<file path="src/rtl/qrd_pkg.sv">
package qrd_pkg;

    localparam int SIDE       = 21;
    localparam int MAX_BYTES  = 24;
    localparam int ROW_W      = SIDE;
    localparam int IDX_W      = 5;
    localparam int BIT_W      = 8;
    localparam int CNT_W      = 9;
    localparam int COUNT_LAST = 11;
    localparam int DATA_FIRST = 12;
    localparam int BYTE_END0  = DATA_FIRST + 7;
    localparam int LAST_ROW   = SIDE - 1;
    localparam int TIMING     = 6;

    typedef struct packed {
        logic [ROW_W-1:0] row;
        logic [IDX_W-1:0] idx;
        logic             last;
    } row_entry_t;

    typedef enum logic {
        BK_LOAD,
        BK_WALK
    } back_state_t;

    function automatic logic skipped(input logic [IDX_W-1:0] x, input logic [IDX_W-1:0] y);
        logic hit;
        hit = 1'b0;
        if (y <= IDX_W'(8) && x <= IDX_W'(8))
        begin
            hit = 1'b1;
        end
        if (y <= IDX_W'(8) && x >= IDX_W'(13))
        begin
            hit = 1'b1;
        end
        if (y >= IDX_W'(13) && x <= IDX_W'(8))
        begin
            hit = 1'b1;
        end
        if (x == IDX_W'(TIMING) || y == IDX_W'(TIMING))
        begin
            hit = 1'b1;
        end
        return hit;
    endfunction

endpackage

</file>
<file path="src/rtl/qr_v1_matrix_byte_decoder.sv">
// Row items: one accepted per cycle while the two-entry row queue has room.
// After the last row the back end walks the zigzag one module per cycle, but holds at a
// module that emits a result while the output register is stalled, and stops at the last
// result of the matrix: the empty marker for a zero count, else the last of at most 24 bytes.
// That last result is registered in the output register.
// Reset (rst_n, asynchronous, active low) clears the row count, the queue and the output
// valid; stored rows are undefined until written.
module qr_v1_matrix_byte_decoder
    import qrd_pkg::*;
(
    input  logic             clk,
    input  logic             rst_n,
    input  logic             row_valid,
    output logic             row_stall,
    input  logic [ROW_W-1:0] row_bits,
    input  logic             first_row,
    output logic             byte_valid,
    input  logic             byte_stall,
    output logic [7:0]       data_byte,
    output logic             last_byte,
    output logic             empty_message,
    output logic             count_clipped
);

    logic       q_full;
    logic       push;
    row_entry_t push_entry;
    logic       q_valid;
    row_entry_t q_entry;
    logic       q_pop;

    qrd_front u_front (
        .clk        (clk),
        .rst_n      (rst_n),
        .row_valid  (row_valid),
        .row_bits   (row_bits),
        .first_row  (first_row),
        .row_stall  (row_stall),
        .q_full     (q_full),
        .push       (push),
        .push_entry (push_entry)
    );

    qrd_queue u_queue (
        .clk        (clk),
        .rst_n      (rst_n),
        .push       (push),
        .push_entry (push_entry),
        .full       (q_full),
        .q_valid    (q_valid),
        .q_entry    (q_entry),
        .pop        (q_pop)
    );

    qrd_back u_back (
        .clk           (clk),
        .rst_n         (rst_n),
        .q_valid       (q_valid),
        .q_entry       (q_entry),
        .q_pop         (q_pop),
        .byte_valid    (byte_valid),
        .data_byte     (data_byte),
        .last_byte     (last_byte),
        .empty_message (empty_message),
        .count_clipped (count_clipped),
        .byte_stall    (byte_stall)
    );

`ifndef ASSERT_OFF
    a_pop_nonempty: assert property (@(posedge clk) disable iff (!rst_n)
        q_pop |-> q_valid)
        else $error("pop from empty row queue");

    a_walk_holds_queue: assert property (@(posedge clk) disable iff (!rst_n)
        (q_pop && q_entry.last) |=> !q_pop)
        else $error("row popped while decode walk runs");

    a_empty_marker: assert property (@(posedge clk) disable iff (!rst_n)
        (byte_valid && empty_message) |-> (last_byte && !count_clipped && data_byte == 8'd0))
        else $error("malformed empty marker");
`endif

endmodule

</file>
<file path="src/rtl/qrd_front.sv">
module qrd_front
    import qrd_pkg::*;
(
    input  logic             clk,
    input  logic             rst_n,
    input  logic             row_valid,
    input  logic [ROW_W-1:0] row_bits,
    input  logic             first_row,
    output logic             row_stall,
    input  logic             q_full,
    output logic             push,
    output row_entry_t       push_entry
);

    logic [IDX_W-1:0] rows_loaded_reg;
    logic [IDX_W-1:0] rows_loaded_next;
    logic [IDX_W-1:0] idx;
    logic             last;

    assign row_stall = q_full;
    assign push      = row_valid && !q_full;

    always_comb
    begin
        idx = first_row ? '0 : rows_loaded_reg;
        if (idx >= IDX_W'(SIDE))
        begin
            idx = '0;
        end
        last = (idx == IDX_W'(LAST_ROW));
        rows_loaded_next = rows_loaded_reg;
        if (push)
        begin
            rows_loaded_next = last ? '0 : IDX_W'(idx + IDX_W'(1));
        end
    end

    assign push_entry.row  = row_bits;
    assign push_entry.idx  = idx;
    assign push_entry.last = last;

    always_ff @(posedge clk or negedge rst_n)
    begin
        if (!rst_n)
        begin
            rows_loaded_reg <= '0;
        end
        else
        begin
            rows_loaded_reg <= rows_loaded_next;
        end
    end

endmodule

</file>
<file path="src/rtl/qrd_queue.sv">
module qrd_queue
    import qrd_pkg::*;
(
    input  logic       clk,
    input  logic       rst_n,
    input  logic       push,
    input  row_entry_t push_entry,
    output logic       full,
    output logic       q_valid,
    output row_entry_t q_entry,
    input  logic       pop
);

    row_entry_t entries_reg [2];
    logic       wr_ptr_reg;
    logic       wr_ptr_next;
    logic       rd_ptr_reg;
    logic       rd_ptr_next;
    logic [1:0] cnt_reg;
    logic [1:0] cnt_next;

    assign full    = (cnt_reg == 2'd2);
    assign q_valid = (cnt_reg != 2'd0);
    assign q_entry = entries_reg[rd_ptr_reg];

    always_comb
    begin
        wr_ptr_next = push ? !wr_ptr_reg : wr_ptr_reg;
        rd_ptr_next = pop ? !rd_ptr_reg : rd_ptr_reg;
        cnt_next    = cnt_reg;
        if (push && !pop)
        begin
            cnt_next = cnt_reg + 2'd1;
        end
        else if (pop && !push)
        begin
            cnt_next = cnt_reg - 2'd1;
        end
    end

    always_ff @(posedge clk)
    begin
        if (push)
        begin
            entries_reg[wr_ptr_reg] <= push_entry;
        end
    end

    always_ff @(posedge clk or negedge rst_n)
    begin
        if (!rst_n)
        begin
            wr_ptr_reg <= 1'b0;
            rd_ptr_reg <= 1'b0;
            cnt_reg    <= 2'd0;
        end
        else
        begin
            wr_ptr_reg <= wr_ptr_next;
            rd_ptr_reg <= rd_ptr_next;
            cnt_reg    <= cnt_next;
        end
    end

endmodule

</file>
<file path="src/rtl/qrd_back.sv">
module qrd_back
    import qrd_pkg::*;
(
    input  logic             clk,
    input  logic             rst_n,
    input  logic             q_valid,
    input  row_entry_t       q_entry,
    output logic             q_pop,
    output logic             byte_valid,
    output logic [7:0]       data_byte,
    output logic             last_byte,
    output logic             empty_message,
    output logic             count_clipped,
    input  logic             byte_stall
);

    logic [ROW_W-1:0] rows_mem [SIDE];

    back_state_t      state_reg;
    back_state_t      state_next;
    logic             walk_en;

    logic [IDX_W-1:0] right_reg;
    logic [IDX_W-1:0] right_next;
    logic [IDX_W-1:0] y_reg;
    logic [IDX_W-1:0] y_next;
    logic             xsel_reg;
    logic             xsel_next;
    logic             up_reg;
    logic             up_next;
    logic [BIT_W-1:0] n_reg;
    logic [BIT_W-1:0] n_next;
    logic [7:0]       cnt_sh_reg;
    logic [7:0]       cnt_sh_next;
    logic [IDX_W-1:0] cnt_eff_reg;
    logic [IDX_W-1:0] cnt_eff_next;
    logic             clip_reg;
    logic             clip_next;
    logic [6:0]       byte_sh_reg;
    logic [6:0]       byte_sh_next;
    logic [IDX_W-1:0] byte_idx_reg;
    logic [IDX_W-1:0] byte_idx_next;

    logic             out_valid_reg;
    logic             out_valid_next;
    logic [7:0]       data_byte_reg;
    logic [7:0]       data_byte_next;
    logic             last_byte_reg;
    logic             last_byte_next;
    logic             empty_reg;
    logic             empty_next;
    logic             clipped_reg;
    logic             clipped_next;

    logic [IDX_W-1:0] x;
    logic [ROW_W-1:0] cur_row;
    logic             active;
    logic             mbit;
    logic [CNT_W-1:0] cnt_full;
    logic             at_count;
    logic             at_byte;
    logic             zero_cnt;
    logic             byte_last;
    logic             emit_want;
    logic             out_busy;
    logic             adv;
    logic             end_col;
    logic             walk_end;
    logic             done;
    logic             start;

    assign x        = IDX_W'(right_reg - IDX_W'(xsel_reg));
    assign cur_row  = rows_mem[y_reg];
    assign active   = !skipped(x, y_reg);
    assign mbit     = cur_row[x] ^ !(x[0] ^ y_reg[0]);
    assign cnt_full = {cnt_sh_reg, mbit};
    assign at_count = (n_reg == BIT_W'(COUNT_LAST));
    assign at_byte  = (n_reg >= BIT_W'(BYTE_END0)) && (n_reg[2:0] == 3'(BYTE_END0));
    assign zero_cnt = (cnt_full == '0);
    assign byte_last = (IDX_W'(byte_idx_reg + IDX_W'(1)) == cnt_eff_reg);
    assign emit_want = active && ((at_count && zero_cnt) || at_byte);
    assign out_busy  = out_valid_reg && byte_stall;
    assign adv       = walk_en && !(emit_want && out_busy);
    assign end_col   = up_reg ? (y_reg == '0) : (y_reg == IDX_W'(LAST_ROW));
    assign walk_end  = (right_reg == IDX_W'(1)) && xsel_reg && end_col;
    assign done      = adv && ((emit_want && ((at_count && zero_cnt) || byte_last))
                               || walk_end);
    assign start     = q_pop && q_entry.last;

    always_comb
    begin
        state_next = state_reg;
        case (state_reg)
            BK_LOAD:
            begin
                if (start)
                begin
                    state_next = BK_WALK;
                end
            end
            BK_WALK:
            begin
                if (done)
                begin
                    state_next = BK_LOAD;
                end
            end
            default:
            begin
                state_next = BK_LOAD;
            end
        endcase
    end

    always_comb
    begin
        q_pop   = 1'b0;
        walk_en = 1'b0;
        case (state_reg)
            BK_LOAD:
            begin
                q_pop = q_valid;
            end
            BK_WALK:
            begin
                walk_en = 1'b1;
            end
            default:
            begin
                q_pop = 1'b0;
            end
        endcase
    end

    always_comb
    begin
        right_next    = right_reg;
        y_next        = y_reg;
        xsel_next     = xsel_reg;
        up_next       = up_reg;
        n_next        = n_reg;
        cnt_sh_next   = cnt_sh_reg;
        cnt_eff_next  = cnt_eff_reg;
        clip_next     = clip_reg;
        byte_sh_next  = byte_sh_reg;
        byte_idx_next = byte_idx_reg;

        out_valid_next = out_valid_reg && byte_stall;
        data_byte_next = data_byte_reg;
        last_byte_next = last_byte_reg;
        empty_next     = empty_reg;
        clipped_next   = clipped_reg;

        if (start)
        begin
            right_next    = IDX_W'(LAST_ROW);
            y_next        = IDX_W'(LAST_ROW);
            xsel_next     = 1'b0;
            up_next       = 1'b1;
            n_next        = '0;
            byte_idx_next = '0;
        end
        else if (adv)
        begin
            if (!xsel_reg)
            begin
                xsel_next = 1'b1;
            end
            else
            begin
                xsel_next = 1'b0;
                if (!end_col)
                begin
                    y_next = up_reg ? IDX_W'(y_reg - IDX_W'(1)) : IDX_W'(y_reg + IDX_W'(1));
                end
                else
                begin
                    up_next    = !up_reg;
                    right_next = (right_reg == IDX_W'(TIMING + 2)) ? IDX_W'(TIMING - 1)
                                                                   : IDX_W'(right_reg - IDX_W'(2));
                end
            end

            if (active)
            begin
                n_next = BIT_W'(n_reg + BIT_W'(1));
                if (n_reg < BIT_W'(COUNT_LAST))
                begin
                    cnt_sh_next = {cnt_sh_reg[6:0], mbit};
                end
                if (at_count)
                begin
                    clip_next    = (cnt_full > CNT_W'(MAX_BYTES));
                    cnt_eff_next = clip_next ? IDX_W'(MAX_BYTES) : cnt_full[IDX_W-1:0];
                end
                if (n_reg >= BIT_W'(DATA_FIRST))
                begin
                    byte_sh_next = {byte_sh_reg[5:0], mbit};
                end
                if (at_byte)
                begin
                    byte_idx_next = IDX_W'(byte_idx_reg + IDX_W'(1));
                end
            end

            if (emit_want)
            begin
                out_valid_next = 1'b1;
                if (at_count)
                begin
                    data_byte_next = '0;
                    last_byte_next = 1'b1;
                    empty_next     = 1'b1;
                    clipped_next   = 1'b0;
                end
                else
                begin
                    data_byte_next = {byte_sh_reg, mbit};
                    last_byte_next = byte_last;
                    empty_next     = 1'b0;
                    clipped_next   = clip_reg;
                end
            end
        end
    end

    always_ff @(posedge clk)
    begin
        if (q_pop)
        begin
            rows_mem[q_entry.idx] <= q_entry.row;
        end
        right_reg     <= right_next;
        y_reg         <= y_next;
        xsel_reg      <= xsel_next;
        up_reg        <= up_next;
        n_reg         <= n_next;
        cnt_sh_reg    <= cnt_sh_next;
        cnt_eff_reg   <= cnt_eff_next;
        clip_reg      <= clip_next;
        byte_sh_reg   <= byte_sh_next;
        byte_idx_reg  <= byte_idx_next;
        data_byte_reg <= data_byte_next;
        last_byte_reg <= last_byte_next;
        empty_reg     <= empty_next;
        clipped_reg   <= clipped_next;
    end

    always_ff @(posedge clk or negedge rst_n)
    begin
        if (!rst_n)
        begin
            state_reg     <= BK_LOAD;
            out_valid_reg <= 1'b0;
        end
        else
        begin
            state_reg     <= state_next;
            out_valid_reg <= out_valid_next;
        end
    end

    assign byte_valid    = out_valid_reg;
    assign data_byte     = data_byte_reg;
    assign last_byte     = last_byte_reg;
    assign empty_message = empty_reg;
    assign count_clipped = clipped_reg;

endmodule
</file>
<file path="config.mk">
export PLATFORM = sky130hd
export DESIGN_NAME = qr_v1_matrix_byte_decoder
export DESIGN_NICKNAME = d
export VERILOG_FILES = /design/src/rtl/qrd_pkg.sv /design/src/rtl/qr_v1_matrix_byte_decoder.sv /design/src/rtl/qrd_front.sv /design/src/rtl/qrd_queue.sv /design/src/rtl/qrd_back.sv
export SDC_FILE = /design/constraint.sdc
export NUM_CORES = 1
export LEC_CHECK = 0
export BUFFER_PORTS_ARGS = -buffer_cell sky130_fd_sc_hd__buf_2
export CAP_MARGIN = 20
export CORE_ASPECT_RATIO = 1.4
export CORE_MARGIN = 5
export CORE_UTILIZATION = 56
export DETAILED_ROUTE_END_ITERATION = 10
export GPL_ROUTABILITY_DRIVEN = 0
export GPL_TIMING_DRIVEN = 0
export PLACE_DENSITY = 0.73
export SYNTH_ARGS = -nofsm -noshare
export SYNTH_HDL_FRONTEND = slang
export SYNTH_HIERARCHICAL = 1
export SYNTH_SLANG_ARGS = --single-unit
</file>
<file path="constraint.sdc">
create_clock -name clk -period 10 [get_ports clk]
set_clock_uncertainty 0.05 [all_clocks]
set_input_delay 1 -clock clk [delete_from_list [all_inputs] [get_ports clk]]
set_output_delay 1 -clock clk [all_outputs]
set_load 0.05 [all_outputs]
</file>
==> run metrics <==
status finished, final reports clean; flip-flop count of the largest register after layout 441; final slew viol count 0; CTS tree done; area delta synth->final 11.7%; Synth Instances 1330; Worst EP arrival 5.71 ns; Final HPWL DP 33900 microns; grt met3 use 3.55%; initial antenna violation count 0; grt met1 use 29.1%; sequential share of the synthesized area 71.8%; crit path kind flop to flop; startpoint types flop; clock power share 24.8%; Pint 0.00521 W; Overflow after GRT 0; Tcrit/Tclk final 55.7%; VDD IR max 0.221 mV; Worst R2R End u_back/data_byte[5]; M2 GR Usage 39.7%; Warnings, synthesis 6; final setup vio count 0; Die ar. 45800 sq um; share of layout cells above drive strength 1 20.6%; die height 251 microns; crit end category flop; clk root buf clkbuf_16; RSZ-0062 raised after global routing no; PwrDens 305 nW/um^2; Least-Margin Pin Slew 1.01 ns; htree depth 2; register area 16700 sq um; Comb power frac 35.0%; CP max FO 11; EDFF count, synth 527; setup TNS 0 ns; clock buffer depth 3; crit path launch u_back/right_reg[0]; total global-route track usage 23.0%; DR pass1 iterations 6; Non-Filler Instances 1988; vias in the first global route 12500; leakage 8.83 nW; fill count 2861; synthesized area 23300 sq um; n_diodes 0; largest net degree at the start of global routing 22; post-synth net total 1370; Total Wirelength 52600 microns; vias per cell 6.28; total CTS buffers 51; busiest grt layer met2; maxcap violations 0; hold_buf cts 0; drc violations 0; fmax 0.180 GHz; wire length per cell 26.4 microns; Buffers on Ports 17; Slew HR 31.9%; Final min period 5.57 ns; Cell Chain, Critical Path inv_1, ha_1, ha_1, clkbuf_1, clkbuf_1, nor3_1, nand3_1, nand4_1, a211oi_1, a311oi_1, nor4_4, o31ai_4, nand2_2, nor2_1; starting density of the core 56.5%; cell family with most CP delay simple AND/OR/NAND/NOR gates; Worst Reg-to-Reg Cells 14; CTS-repair resized insts 0; Worst Hold Class input port to asynchronous set/reset pin; reg2reg setup slack 4.43 ns; multi-input logic area 6020 sq um; clk_lat worst skew 0.59 ns; switching pwr 0.00272 W; clk slew on worst S/H paths 0.07 ns; Cell Rows 88; antenna viol nets, final 0; Die X 182 microns; Yosys cell types 73; switch share 34.3%; CP Buf/Inv Count 3; Crit path required time 10.14 ns; Main synth FF type edfxtp_1; Finished Core Util 63.1%; sequential power share 40.3%; Worst R2R Start u_back/right_reg[0]; Vias 12500; global-route wire length before repair 78300 microns; Final #Nets 1446; 1st-iter DRT viols 1202; post-synthesis async set-or-reset flop share 1.94%; slowest CP cell nor3_1; placed cells 1893; clock sink count 568; area of the core 41200 sq um; Synth Register Bits 568; postcts setup bufs 0; Final Hold Vio Count 0; slowest cell delay on critical path 0.86 ns; Ports 39; syn_area_per_cell 17.5 sq um
[layout by cell type, fill, tap and decap left out, types with 7 or more instances in the layout]
| cell type | instances |
|---|---|
| nand3_1 | 26 |
| buf_4 | 31 |
| o31ai_1 | 7 |
| and3_1 | 8 |
| nor2_1 | 45 |
| nor2_4 | 20 |
| a31oi_1 | 7 |
| ha_1 | 13 |
| mux2i_1 | 117 |
| dfxtp_1 | 30 |
| nand4_1 | 15 |
| nor2b_1 | 14 |
| a21oi_1 | 12 |
| mux2_4 | 19 |
| mux2_2 | 16 |
| inv_1 | 21 |
| clkinv_1 | 11 |
| xnor2_1 | 11 |
| nand2_1 | 69 |
| a22oi_1 | 35 |
| nor3_1 | 10 |
| nand2b_1 | 9 |
| buf_2 | 25 |
| mux4_2 | 66 |
| clkbuf_16 | 52 |
| dfrtp_1 | 11 |
| and2_1 | 19 |
| o21ai_0 | 13 |
| clkbuf_1 | 27 |
| edfxtp_1 | 527 |
| clkinv_2 | 12 |
| xor2_1 | 15 |
| buf_6 | 14 |
[kinds of logic (layout without fill, tap and decap cells)]
family / after synthesis / in the layout / share of synthesized area, %
muxes: 219 / 219 / 13.5
xor gates and xnor gates: 26 / 26 / 0.979
adders and majority gates: 14 / 14 / 0.786
and+or+nand+nor: 273 / 273 / 5.93
DFF: 568 / 568 / 71.8
AOI/OAI and AO/OA: 127 / 127 / 4.05
buffers and inverters: 103 / 221 / 2.96
[cell type report]
cell class / instances / share of cell area (%)
Sequential cell: 568 / 64.3
Multi-Input combinational cell: 659 / 23.2
Clock buffer: 60 / 5.24
Tap cell: 540 / 2.60
Buffer: 82 / 2.35
Clock inverter: 35 / 1.29
Timing Repair Buffer: 23 / 0.780
Inverter: 21 / 0.303
[cells in the mapped netlist, drive strengths merged (7+ instances only)]
library cell	instances	share of area, %
ha	13	0.70
o21ai	18	0.42
dfxtp	30	2.6
nor2b	15	0.40
edfxtp	527	68
mux2	36	2.0
dfrtp	11	1.2
buf	60	2.3
a22oi	35	1.1
o31ai	8	0.32
nor2	66	1.1
xor2	15	0.56
and2	19	0.51
nand2b	10	0.30
nor4	7	0.25
inv	21	0.34
clkbuf	22	0.36
nor3	10	0.22
xnor2	11	0.41
mux4	66	6.4
a31oi	7	0.19
nand2	70	1.1
and3	8	0.22
nand4	15	0.40
nand3	26	0.56
mux2i	117	5.0
a21oi	12	0.26
[worst max path at each step]
stage                           endpoint  slack [ns]  depth (start not counted)
finish               u_back/data_byte[5]        4.43                         14
CTS                  u_back/data_byte[4]        4.46                         14
global placement     u_back/data_byte[5]        4.59                         14
detailed placement   u_back/data_byte[6]        4.51                         14
floorplan           u_back/count_clipped        6.03                         14
global route         u_back/data_byte[6]        4.13                         14
[power by group through the flow]
stage               clock network (W)  registers, W  logic (W)
floorplan                           0       0.00323    0.00187
global placement                    0       0.00323    0.00265
detailed placement                  0       0.00324    0.00275
CTS                           0.00199       0.00319    0.00276
global route                  0.00209       0.00321    0.00294
finish                        0.00197       0.00319    0.00277
[routing by layer]
layer  share of wire [%]  vias to the layer above
met4                 4.6                        0
met5                   0                        -
met2                  51                      671
met1                  36                     6310
met3                 8.5                      136
li1                    -                     5371
[worst register-to-register path, stage by stage (launching register included)]
cell and delay, ns:
dfxtp_1 0.34, inv_1 0.08, ha_1 0.21, ha_1 0.29, clkbuf_1 0.20, clkbuf_1 0.33, nor3_1 0.86, nand3_1 0.14
nand4_1 0.25, a211oi_1 0.11, a311oi_1 0.82, nor4_4 0.14, o31ai_4 0.40, nand2_2 0.21, nor2_1 0.72
[per-stage QoR]
stage          area [sq um]  total power, W  hold slack [ns]  worst slack, ns
3_5_place_dp          24300         0.00599            0.386             4.51
3_3_place_gp          24000         0.00589            0.376             4.59
6_report              26000         0.00793            0.298             4.43
2_1_floorplan         23300         0.00510            0.367             6.03
4_1_cts               26000         0.00795            0.282             4.46
5_1_grt               26000         0.00825            0.302             4.13
(Power assumes the default switching activity.)
